==> src/sv/nnga_pkg.sv <==
package nnga_pkg;

   // grid geometry
   localparam int GRID_X     = 16;
   localparam int GRID_Y     = 16;
   localparam int GRID_Z     = 16;
   localparam int MAX_ECHOES = 4;
   localparam int CHANNELS   = 2;

   localparam int CELL_COUNT = CHANNELS * MAX_ECHOES * GRID_Z * GRID_Y * GRID_X;
   localparam int ADDR_W     = $clog2(CELL_COUNT);

   // field widths
   localparam int KIND_W     = 2;
   localparam int CHANNEL_W  = 1;
   localparam int ECHO_W     = 7;
   localparam int COORD_W    = 4;
   localparam int SAMPLE_W   = 16;
   localparam int WEIGHT_W   = 16;
   localparam int CELL_W     = 24;
   localparam int ECOUNT_W   = 3;
   localparam int ENTRY_W    = 2 * CELL_W;

   // weighted product, rounded contribution and unsaturated sum
   localparam int PROD_W     = SAMPLE_W + WEIGHT_W + 1;
   localparam int FRAC_SHIFT = 14;
   localparam int ROUND_BIAS = 1 << (FRAC_SHIFT - 1);
   localparam int CONTRIB_W  = PROD_W - FRAC_SHIFT;
   localparam int SUM_W      = CELL_W + 1;

   // item kinds
   localparam logic [KIND_W-1:0] KIND_ACC   = 2'd0;
   localparam logic [KIND_W-1:0] KIND_READ  = 2'd1;
   localparam logic [KIND_W-1:0] KIND_WRITE = 2'd2;
   localparam logic [KIND_W-1:0] KIND_NONE  = 2'd3;

   // cell coordinates of one item, before clamping
   typedef struct packed {
      logic [CHANNEL_W-1:0] channel;
      logic [ECHO_W-1:0]    echo_index;
      logic [COORD_W-1:0]   cell_x;
      logic [COORD_W-1:0]   cell_y;
      logic [COORD_W-1:0]   cell_z;
   } coord_type;

endpackage

==> src/sv/nnga_mac.sv <==
module nnga_mac (
   input  logic                                clock,
   input  logic signed [nnga_pkg::SAMPLE_W-1:0] sample,
   input  logic        [nnga_pkg::WEIGHT_W-1:0] weight,
   input  logic signed [nnga_pkg::CELL_W-1:0]   base,
   output logic signed [nnga_pkg::CELL_W-1:0]   sum
);
   import nnga_pkg::*;

   logic signed [PROD_W-1:0]    prod_ff;
   logic signed [PROD_W-1:0]    prod_in;
   logic signed [PROD_W-1:0]    biased;
   logic signed [CONTRIB_W-1:0] contrib;
   logic signed [SUM_W-1:0]     total;

   // exact product of signed sample and unsigned weight
   assign prod_in = PROD_W'(sample * $signed({1'b0, weight}));

   always_ff @(posedge clock) begin
      prod_ff <= prod_in;
   end

   // round half up to the cell format, then add into the cell
   always_comb begin
      biased  = prod_ff + PROD_W'(ROUND_BIAS);
      contrib = CONTRIB_W'(biased >>> FRAC_SHIFT);
      total   = SUM_W'(base) + SUM_W'(contrib);
   end

   // saturate to the cell range
   always_comb begin
      if (total[SUM_W-1] != total[SUM_W-2]) begin
         sum = total[SUM_W-1] ? {1'b1, {(CELL_W-1){1'b0}}} : {1'b0, {(CELL_W-1){1'b1}}};
      end else begin
         sum = total[CELL_W-1:0];
      end
   end

endmodule
==> config.mk <==
export PLATFORM = sky130hd
export DESIGN_NAME = nnga_mac
export DESIGN_NICKNAME = d
export VERILOG_FILES = /design/src/sv/nnga_pkg.sv /design/src/sv/nnga_mac.sv
export SDC_FILE = /design/constraint.sdc
export NUM_CORES = 1
export LEC_CHECK = 0
export BUFFER_PORTS_ARGS = -buffer_cell sky130_fd_sc_hd__buf_2
export CORE_MARGIN = 3
export CORE_UTILIZATION = 50
export DETAILED_ROUTE_END_ITERATION = 12
export PLACE_DENSITY_LB_ADDON = 0.3
export SYNTH_ARGS = -nofsm -noshare
export SYNTH_HDL_FRONTEND = slang
export SYNTH_SLANG_ARGS = --single-unit
==> constraint.sdc <==
create_clock -name clock -period 6.9 [get_ports clock]
set_clock_uncertainty 0.1 [all_clocks]
set_input_delay 0.345 -clock clock [delete_from_list [all_inputs] [get_ports clock]]
set_output_delay 0.345 -clock clock [all_outputs]
set_load 0.02 [all_outputs]
Yosys cells after proc, flatten, opt, wreduce, memory -nomap -nowiden
Cells that the tools add are included.

Bits in registers: 33. Bits in latches: 0. Bits in writable memories: 0. ROM bits: 0. Input bits: 57. Output and inout bits: 24. Word-level logic and storage cells: 7. Memories: 0.

Add/sub/neg operators: 2. $mul: 1. Div/mod/pow operators: 0. Order comparisons: 0. Equal/unequal tests: 1. Shift-type cells: 0. Muxes and demuxes: 2. Bitwise operators: 0. Reduce and logical (&&, ||, !) cells: 0.

Operators with widths (number): two-way mux 24 bit (2); adder 33 x 15 -> 33 bit, second input constant (1); multiplier 16 x 17 -> 33 bit (1); adder 24 x 19 -> 25 bit (1); inequality test 1 bit (1).

Longest topological paths before layout
Depth in word-level cells: 4. Depth in mapped cells: 22. Depth with buffers taken out: 21.

Worst setup path after synthesis
OpenSTA, ideal clock, no wires.

Path type: input port to flip-flop. From: in sample[1] in the netlist's numbering. To: reg prod_ff[32]. Setup time: 0.091 ns. Arrival: 5.768 ns. Required time: 6.709 ns. Slack: 0.941 ns. Cell stages on the path: 20. Buffers on the path: 1. Cell sequence: clkbuf_1 nand2_1 fa_1 fa_1 fa_1 fa_1 inv_1 fa_1 inv_1 fa_1 inv_1 ha_1 and2_0 o2111ai_1 o21a_1 a211o_1 a211o_1 a21boi_2 a311oi_1 a311oi_1.

Longest elaborated chain between the ends: 1.

Ends and longest elaborated chain: start: declaration (RTL line nnga_mac.sv:3) `input logic signed [nnga_pkg::SAMPLE_W-1:0] sample,`; multiplier 16 x 17 -> 33 bit (RTL line nnga_mac.sv:17) `assign prod_in = PROD_W'(sample * $signed({1'b0, weight}));`; net prod_in[32] (RTL line nnga_mac.sv:11) `logic signed [PROD_W-1:0] prod_in;`; end signal: assignment (RTL line nnga_mac.sv:20) `prod_ff <= prod_in;`; end: declaration (RTL line nnga_mac.sv:10) `logic signed [PROD_W-1:0] prod_ff;`.

The timed path passes the listed nets, and every way through them passes these cells.

Worst setup path after layout
From: in weight[9] in the netlist's numbering. To: reg prod_ff[32].

Longest elaborated chain between the ends: 1.

Ends and longest elaborated chain: start: declaration (RTL line nnga_mac.sv:4) `input logic [nnga_pkg::WEIGHT_W-1:0] weight,`; multiplier 16 x 17 -> 33 bit (RTL line nnga_mac.sv:17); net prod_in[32] (RTL line nnga_mac.sv:11).

The timed path passes the listed nets, and every way through them passes these cells.

==> flow_summary_export.csv <==
group,metric,value,unit
place,gp_congestion,0.9075,
route,via_per_inst,5.530,
route,num_vias,8958,
critical_path,crit_chain,"buf_2, nand2_1, fa_1, fa_1, fa_1, fa_1, inv_1, fa_1, inv_1, fa_1, inv_1, ha_1, and2_0, o2111ai_1, o21a_1, a211o_1, a211o_1, a21boi_2, a311oi_1, a311oi_1",
hold_path,hp-start,"sample[15]",
synthesis,synth-warning-count,0,
cells_and_area,regMostFlops,"prod_ff",
critical_path,crit_start,"weight[9]",
run_status,status,"complete, no violations",
global_routing,track_usage,0.2227,
power,leakage,0.005992,uW
timing,rsz0062_at_grt,"no",
critical_path,crit_top_cell,"fa_1",
place,dpl_cell_area,11690,um^2
critical_path,slowest_stage,"fa_1",
route,wire_per_inst,16.43,um
critical_path,cp.depth,20,
timing,fmax,162.8,MHz
clock_tree,cts_resized,0,
floorplanning,die_w,155.3,um
critical_path,start_kind,"primary input",
route,wl,26620,um
floorplanning,start_util,0.5186,
timing,finalCritPeriodShare,0.8901,
synthesis,synth-edff-count,0,
synthesis,synth_cells,1308,
clock_tree,cts_sinks,20,
timing,worstMarginPinSlew,1.048,ns
global_routing,grt_overflow,0,
cells_and_area,drive_gt1_frac,0.08327,
clock_tree,postCtsHoldBufs,0,
floorplanning,die_h,155.3,um
critical_path,endpoint,"prod_ff[32]",
floorplanning,dieArea,24110,um^2
cells_and_area,antenna_cells,0,
power,vdd_ir_drop_max,0.4564,mV
floorplanning,io_pins,81,
timing,hold_violations,0,
cells_and_area,largest_reg_flops,20,
clock_tree,clk_transition_reported_paths,0.05,ns
hold_path,hold_depth,5,
clock_tree,cts_max_level,1,
timing,slew_headroom,0.3010,
critical_path,cpLargestDelayFamily,"adder cells",
critical_path,crit_arrival,6.20,ns
global_routing,grt_pass1_wl,44220,um
cells_and_area,postLayoutCellArea,11790,um^2
cells_and_area,nNetsFinal,1741,
route,drc,0,
synthesis,netlist_area,11140,um^2
critical_path,critical_path_class,"in2reg",
synthesis,synth-seq-area-share,0.03593,
synthesis,synthFlopType,"dfxtp_1",
timing,setup_violations,0,
synthesis,synth_cell_types,70,
hold_path,hold_path_class,"in2reg",
cells_and_area,regArea,400.4,um^2
route,drt-initial-drc-count,481,
critical_path,crit_fanout,16,
synthesis,syn_area_per_cell,8.519,um^2
global_routing,grt_max_degree,35,
critical_path,path_buf_inv,4,
cells_and_area,n_fill_cell,2031,
clock_tree,cts_tree,"yes",
power,powerDensity,517.6,nW/um^2
place,dp_hpwl,22000,um
place,port_buffers,80,
cells_and_area,syn_to_final_growth,5.816,%
synthesis,ys_ff_latch,20,
route,ant_nets,0,
run,max_cap_viol_count,0,
timing,period_minus_slack,6.142,ns
clock_tree,cts_made_buffers,3,
route,firstDrtPassIters,5,
cells_and_area,top_regs,"prod_ff (20)",
synthesis,synth_nets,1703,
global_routing,antenna_found_initial,0,
critical_path,crit_path_end_kind,"flip-flop",
clock_tree,cts_setup_buffers,0,
critical_path,cp.required,6.96,ns
floorplanning,core-area,21490,um^2
floorplanning,rows,53,
synthesis,ys_async_sr_fraction,0,
timing,totalNegativeSetupSlack,0,ns
cells_and_area,multi_input_area,9607,um^2
clock_tree,clockRootBuffer,"clkbuf_16",
global_routing,grt_pass1_vias,9140,
critical_path,cpPeakStageDelay,0.57,ns
clock_tree,clock_path_buffers,2,
timing,finalMaxSlewViolations,0,
[layout by cell type, fill, tap and decap left out, types with 10 or more instances in the layout]
cell,instances
xnor2_1,30
and3_1,12
a211oi_1,10
buf_2,80
nor2_1,50
nand2_1,152
o21ai_1,19
nand2b_1,11
nor3_1,12
a21o_1,13
o21a_1,11
inv_1,247
ha_1,144
a21oi_1,33
xor2_1,20
o21ai_0,28
nand3_1,15
and2_1,124
dfxtp_1,20
fa_1,194
[worst min path at each step]
stage	endpoint
6_report	prod_ff[32]
5_1_grt	prod_ff[32]
4_1_cts	prod_ff[32]
3_5_place_dp	sum[23]
3_3_place_gp	prod_ff[32]
2_1_floorplan	prod_ff[32]
[cells in the mapped netlist (12+ instances only)]
master / number / area [um^2]
nand3_1: 15 / 75.07
nand2_1: 152 / 570.6
clkbuf_1: 40 / 150.1
inv_1: 247 / 927.1
nor3_1: 12 / 60.06
fa_1: 194 / 3884
nor2_1: 50 / 187.7
xor2_1: 20 / 175.2
and2_1: 124 / 775.7
o21ai_0: 28 / 140.1
o21ai_1: 19 / 95.09
dfxtp_1: 20 / 400.4
and3_1: 12 / 75.07
a21oi_1: 33 / 165.2
ha_1: 144 / 1802
xnor2_1: 30 / 262.8
a21o_1: 13 / 97.59
[metrics by stage]
step	setup WS, ns	power, uW	hold slack (ns)	utilization	std cells
after floorplan	0.9414	4755	0.8040	-	1308
after global placement	0.6501	5885	1.115	0.5439	1616
after detailed placement	0.4987	5968	1.130	0.5439	1616
after CTS	0.7624	6179	0.8755	0.5488	1620
after global routing	0.3968	6964	0.9350	0.5488	1620
final	0.7580	6103	0.8653	0.5488	1620
[power by group]
group	leakage [uW]	internal [uW]	switching, uW
logic	0.00577	2420	3230
clock network	0.0000511	115	41.9
registers	0.000169	246	56.8
[cell type report]
cell class,instances,share of cell area
timing repair buffer,81,0.03459
clock inverter,1,0.002547
inverter,247,0.07863
clock buffer,3,0.006367
multi-input combinational,993,0.8147
tap,275,0.02918
sequential,20,0.03396
[routing by layer]
layer / up-vias / part of all wire / track usage
met5: - / 0 / 0
met4: 0 / 0.020 / 0.05336
met3: 51 / 0.060 / 0.02587
met2: 278 / 0.50 / 0.3792
met1: 4394 / 0.42 / 0.3057
li1: 4235 / - / -
[cells by family (layout without fill, tap and decap cells)]
group / count (synthesis) / after routing / synth area share
and+or+nand+nor: 398 / 398 / 0.1764
xor gates and xnor gates: 50 / 50 / 0.03930
AOI/OAI and AO/OA: 193 / 193 / 0.1228
DFF: 20 / 20 / 0.03593
muxes: 4 / 4 / 0.003930
buffers and inverters: 295 / 332 / 0.1020
adders and majority gates: 348 / 348 / 0.5196
No activity file was read; power rests on OpenSTA's default activity.
