$ cat config.mk
export PLATFORM = sky130hd
export DESIGN_NAME = nnga_index
export DESIGN_NICKNAME = d
export VERILOG_FILES = /design/src/sv/nnga_pkg.sv /design/src/sv/nnga_index.sv
export SDC_FILE = /design/constraint.sdc
export NUM_CORES = 1
export LEC_CHECK = 0
export BUFFER_PORTS_ARGS = -buffer_cell sky130_fd_sc_hd__buf_2
export CELL_PAD_IN_SITES_DETAIL_PLACEMENT = 1
export CELL_PAD_IN_SITES_GLOBAL_PLACEMENT = 1
export CORE_AREA = 5 5 42 44
export DETAILED_ROUTE_END_ITERATION = 10
export DIE_AREA = 0 0 47 49
export PLACE_DENSITY_LB_ADDON = 0.1
export SYNTH_ARGS = -nofsm -noshare
export SYNTH_HDL_FRONTEND = slang
export SYNTH_SLANG_ARGS = --single-unit
export TNS_END_PERCENT = 50
$ cat constraint.sdc
create_clock -name vclk -period 3.9
set_clock_uncertainty 0.1 [all_clocks]
set_input_delay 0.585 -clock vclk [all_inputs]
set_output_delay 0.585 -clock vclk [all_outputs]
set_load 0.1 [all_outputs]
$ cat src/sv/nnga_pkg.sv
package nnga_pkg;

   // grid geometry
   localparam int GRID_X     = 16;
   localparam int GRID_Y     = 16;
   localparam int GRID_Z     = 16;
   localparam int MAX_ECHOES = 4;
   localparam int CHANNELS   = 2;

   localparam int CELL_COUNT = CHANNELS * MAX_ECHOES * GRID_Z * GRID_Y * GRID_X;
   localparam int ADDR_W     = $clog2(CELL_COUNT);

   // field widths
   localparam int KIND_W     = 2;
   localparam int CHANNEL_W  = 1;
   localparam int ECHO_W     = 7;
   localparam int COORD_W    = 4;
   localparam int SAMPLE_W   = 16;
   localparam int WEIGHT_W   = 16;
   localparam int CELL_W     = 24;
   localparam int ECOUNT_W   = 3;
   localparam int ENTRY_W    = 2 * CELL_W;

   // weighted product, rounded contribution and unsaturated sum
   localparam int PROD_W     = SAMPLE_W + WEIGHT_W + 1;
   localparam int FRAC_SHIFT = 14;
   localparam int ROUND_BIAS = 1 << (FRAC_SHIFT - 1);
   localparam int CONTRIB_W  = PROD_W - FRAC_SHIFT;
   localparam int SUM_W      = CELL_W + 1;

   // item kinds
   localparam logic [KIND_W-1:0] KIND_ACC   = 2'd0;
   localparam logic [KIND_W-1:0] KIND_READ  = 2'd1;
   localparam logic [KIND_W-1:0] KIND_WRITE = 2'd2;
   localparam logic [KIND_W-1:0] KIND_NONE  = 2'd3;

   // cell coordinates of one item, before clamping
   typedef struct packed {
      logic [CHANNEL_W-1:0] channel;
      logic [ECHO_W-1:0]    echo_index;
      logic [COORD_W-1:0]   cell_x;
      logic [COORD_W-1:0]   cell_y;
      logic [COORD_W-1:0]   cell_z;
   } coord_type;

endpackage

$ cat src/sv/nnga_index.sv
module nnga_index (
   input  nnga_pkg::coord_type             coord,
   input  logic [nnga_pkg::ECOUNT_W-1:0]   echo_count,
   output logic [nnga_pkg::ADDR_W-1:0]     addr
);
   import nnga_pkg::*;

   logic [ECOUNT_W-1:0]  ec_eff;
   logic [ECOUNT_W-1:0]  ec_last;
   logic [CHANNEL_W-1:0] ch_c;
   logic [ECHO_W-1:0]    e_c;
   logic [COORD_W-1:0]   x_c;
   logic [COORD_W-1:0]   y_c;
   logic [COORD_W-1:0]   z_c;

   // effective echo count: zero acts as one, above the maximum acts as the maximum
   always_comb begin
      if (echo_count == '0) begin
         ec_eff = ECOUNT_W'(1);
      end else if (int'(echo_count) > MAX_ECHOES) begin
         ec_eff = ECOUNT_W'(MAX_ECHOES);
      end else begin
         ec_eff = echo_count;
      end
      ec_last = ec_eff - ECOUNT_W'(1);
   end

   // clamp each coordinate to the last plane or cell
   always_comb begin
      ch_c = (int'(coord.channel) > CHANNELS - 1) ? CHANNEL_W'(CHANNELS - 1) : coord.channel;
      e_c  = (coord.echo_index > ECHO_W'(ec_last)) ? ECHO_W'(ec_last) : coord.echo_index;
      x_c  = (int'(coord.cell_x) > GRID_X - 1) ? COORD_W'(GRID_X - 1) : coord.cell_x;
      y_c  = (int'(coord.cell_y) > GRID_Y - 1) ? COORD_W'(GRID_Y - 1) : coord.cell_y;
      z_c  = (int'(coord.cell_z) > GRID_Z - 1) ? COORD_W'(GRID_Z - 1) : coord.cell_z;
   end

   // linear cell address: channel, echo, z, y, x from the top down
   assign addr = ADDR_W'(((((int'(ch_c) * MAX_ECHOES + int'(e_c)) * GRID_Z + int'(z_c))
                          * GRID_Y + int'(y_c)) * GRID_X + int'(x_c)));

endmodule

## Word-level counts from Yosys, hierarchy flattened

Cells that the tools add are included.

- Register bits after elaboration: 0
- Output and inout bits: 15

- Reductions and logical operators: 1
- Add/sub/neg operators: 5
- Mux-type cells: 3
- $lt $le $gt $ge: 2

Operators by type and width:

| operator | number |
|---|---|
| adder 15 x 4 -> 15 bit | 1 |
| adder 11 x 4 -> 11 bit | 1 |
| two-way mux 3 bit | 3 |
| adder 7 x 4 -> 7 bit | 1 |
| > comparator 7 x 3 -> 1 bit | 1 |
| adder 3 bit | 1 |
| > comparator 3 bit (second input constant) | 1 |
| logical NOT 3 bit | 1 |
| subtractor 3 x 1 -> 3 bit (second input constant) | 1 |

## Depth between registers and ports, before layout

- Depth after elaboration: 10
- Mapped depth: 6
- Mapped depth without buffers: 6

## Worst setup path before layout

No wires, ideal clock.

- Path kind: in2out
- Start point: input echo_count[1] (netlist bit)
- End point: output addr[13] (netlist bit)
- Required time: 3.215 ns
- Slack: 0.263 ns
- Arrival: 2.952 ns
- Stages: 6
- Cell sequence: a21oi_1 ha_1 nand2_1 o21ai_1 a21oi_2 mux2i_1

- Cells in the longest elaborated chain, start to end: 10

Ends and longest elaborated chain:

| element | line | RTL |
|---|---|---|
| from (decl) | nnga_index.sv:3 | `input logic [nnga_pkg::ECOUNT_W-1:0] echo_count,` |
| > comparator 3 bit | nnga_index.sv:20 | `end else if (int'(echo_count) > MAX_ECHOES) begin` |
| two-way mux 3 bit | nnga_index.sv:20 |  |
| two-way mux 3 bit * | nnga_index.sv:18 | `if (echo_count == '0) begin` |
| subtractor 3 x 1 -> 3 bit * | nnga_index.sv:25 | `ec_last = ec_eff - ECOUNT_W'(1);` |
| > comparator 7 x 3 -> 1 bit | nnga_index.sv:31 | `e_c = (coord.echo_index > ECHO_W'(ec_last)) ? ECHO_W'(ec_last) : coord.echo_index;` |
| two-way mux 3 bit * | nnga_index.sv:31 |  |
| adder 3 bit * | nnga_index.sv:38 | `assign addr = ADDR_W'(((((int'(ch_c) * MAX_ECHOES + int'(e_c)) * GRID_Z + int'(z_c))` |
| adder 7 x 4 -> 7 bit * | nnga_index.sv:38 |  |
| adder 11 x 4 -> 11 bit * | nnga_index.sv:39 | `* GRID_Y + int'(y_c)) * GRID_X + int'(x_c)));` |
| adder 15 x 4 -> 15 bit * | nnga_index.sv:39 |  |
| to (decl) | nnga_index.sv:4 | `output logic [nnga_pkg::ADDR_W-1:0] addr` |

Mark *: on every way between the ends. The rest lies on a longest branch, timed or not.

## Worst setup path after layout

- Start point: input echo_count[1] (netlist bit)
- End point: output addr[14] (netlist bit)

Same word-level chain as after synthesis.

==> flow_summary.rst <==
.. list-table::
   :header-rows: 1

   * - Metric
     - Value
   * - Outcome
     - complete, no violations
   * - Ant. Diodes
     - 0
   * - Maximum number of pins on one net before global-route repair
     - 4
   * - Startpoint type of the worst setup path
     - primary input
   * - Number of top-level design ports
     - 38
   * - Summed instance area of the synthesized netlist
     - between 200 and 250 um^2
   * - Setup crit end kind
     - primary output
   * - Detailed Place HPWL
     - around 560 um
   * - Overall power consumption
     - 0.00003812 W
   * - Endpoints failing setup
     - 0
   * - Highest clock frequency the design can meet
     - around 0.35 GHz
   * - Floorplan row count
     - 14
   * - Share of the core filled with cells in the final layout
     - 17.14%
   * - Count of distinct cell types in the synthesized netlist
     - 15
   * - Post-Place Cells
     - 50
   * - Crit path arrival time
     - 2.19 ns
   * - Most common library cell in the layout ignoring fill and taps
     - buf_2
   * - Area enclosed by the die boundary
     - between 2000 and 2500 um^2
   * - Average via count per standard cell
     - slightly above 4
   * - Effective utilization at floorplan
     - 17.14%
   * - Type of the worst setup path
     - primary input to primary output
   * - Residual DRC
     - 0
   * - Initial antenna violation count
     - 0
   * - Average detailed-routed wire length per instance
     - about 12 um
   * - Path type of the worst min-delay path
     - primary input to primary output
   * - Horizontal die dimension
     - roughly 47 um
   * - Footprint of the flip-flops and latches
     - 0 um^2
   * - Cell Count, Final, Fillers Out
     - 50
   * - Number of clock buffers in the layout
     - 0
   * - Hold buffer count at cts
     - 0
   * - Worst supply voltage drop on vdd
     - roughly 0.00005 V
   * - Required time worst endpoint
     - about 3.2 ns
   * - P&R area growth vs syn
     - 0%
   * - Seq_cells
     - 0
   * - Number of optimization iterations in the first detailed-route pass
     - 1
   * - Global-route wire length before repair
     - 959 um
   * - Total routed wirelength
     - 587 um
   * - Fin nets
     - 62
   * - Part of the cycle the worst path needs
     - 73.85%
   * - Port-buffer cells
     - 14
   * - Total nets after synthesis
     - just under 60
   * - Leakage component of the power
     - 0.1314 nW
   * - Setup TNS Final
     - 0 ns
   * - Endpoints failing hold
     - 0
   * - Global-route congestion overflow total
     - 0
   * - First DRT Iteration DRCs
     - 0
   * - Detailed-route via count
     - ~200
   * - Maximum fanout count along the critical path
     - 2
   * - Part of the Yosys area used for sequential elements
     - 0%
   * - Chip height
     - roughly 49 um
   * - Count of instances resized after the clock tree is built
     - 0
   * - Last weighted congestion value of the routability-driven placer
     - between 0.6 and 0.7
   * - Area of the core
     - 1401 um^2
   * - Setup Fix Bufs, Post-CTS
     - 0
   * - Leading cell types in the layout, fill and taps excluded
     - buf_2, inv_1, ha_1
   * - Minimum hold slack
     - 1.070 ns
   * - Share of cells above drive strength 1
     - 50.00%
   * - Minimum clock period
     - 2.880 ns
   * - Post-Syn Instances
     - 32
   * - Total of warnings raised by yosys
     - 0
   * - Via count of the first global-routing pass
     - 223
   * - Setup repair after global routing missed its margin
     - false
   * - Slew Limit Fails
     - 0
   * - Avg Synthesized Cell Area
     - 7.507 um^2
   * - GR Util All Layers
     - 5.053%
   * - Post-detailed-route count of antenna-violating nets
     - 0
   * - Power per standard cell area
     - 158.7 nW/um^2
   * - Maximum capacitance violations
     - 0
## critical path, cell delays in order
cell	delay [ns]
buf_2	0.10
a21oi_1	0.21
ha_1	0.28
nand2_1	0.07
o21ai_1	0.09
a211oi_2	0.25
xor2_1	0.16
buf_2	0.44
## cells by family (layout without fill, tap and decap cells)
group                      after synthesis  in the layout  synth area share (%)
buffers and inverters                   16             18                 43.75
AOI/OAI and AO/OA                        6              6                 18.23
adders and majority gates                3              3                 15.63
and+or+nand+nor                          3              3                 8.330
muxes                                    2              2                 8.854
other                                    1              1                 1.561
xor gates and xnor gates                 1              1                 3.646
## metal layers
layer  global-route usage [%]  share of wire [%]  wire length, um
met5                        0                  0                0
met4                        0                  0                0
met3                    4.428                 28              166
met2                    8.145                 40              232
met1                    5.217                 32              188
## power breakdown
| group | internal (W) | switching, W | total [W] |
|---|---|---|---|
| sequential | 0 | 0 | 0 |
| combinational | 0.0000109 | 0.0000272 | 0.0000381 |
| clock | 0 | 0 | 0 |
## synthesized netlist by cell type
| master | n | area [um^2] |
|---|---|---|
| a21o_1 | 1 | 7.510 |
| mux2i_1 | 1 | 10.01 |
| a21oi_2 | 1 | 8.760 |
| ha_1 | 3 | 37.54 |
| o21ai_1 | 1 | 5.000 |
| or4_4 | 1 | 11.26 |
| buf_4 | 12 | 90.09 |
| nand3_1 | 1 | 5.000 |
| nand2_1 | 1 | 3.750 |
| mux2_1 | 1 | 11.26 |
| inv_1 | 4 | 15.01 |
| a211oi_2 | 1 | 12.51 |
| conb_1 | 1 | 3.750 |
| a21oi_1 | 2 | 10.01 |
| xor2_1 | 1 | 8.760 |
## worst paths after layout
check	from	end	slack (ns)	depth (start not counted)
worst max-delay path	echo_count[1]	addr[14]	1.02	8
worst min-delay path	coord[10]	addr[2]	1.07	0
## metrics by stage
| step | instance area (um^2) | setup slack (ns) |
|---|---|---|
| CTS | 240.2 | 1.001 |
| global route | 240.2 | 0.8340 |
| detailed placement | 240.2 | 1.014 |
| floorplan | 240.2 | 0.2628 |
| finish | 240.2 | 1.020 |
| global placement | 240.2 | 1.024 |
## layout make-up
cell class                      count  area (um^2)
Fill cell                         193         1161
Inverter                            4        15.01
Multi-Input combinational cell     16        135.1
Tap cell                           16        20.02
Timing Repair Buffer               14        70.07
(Power assumes the default switching activity.)
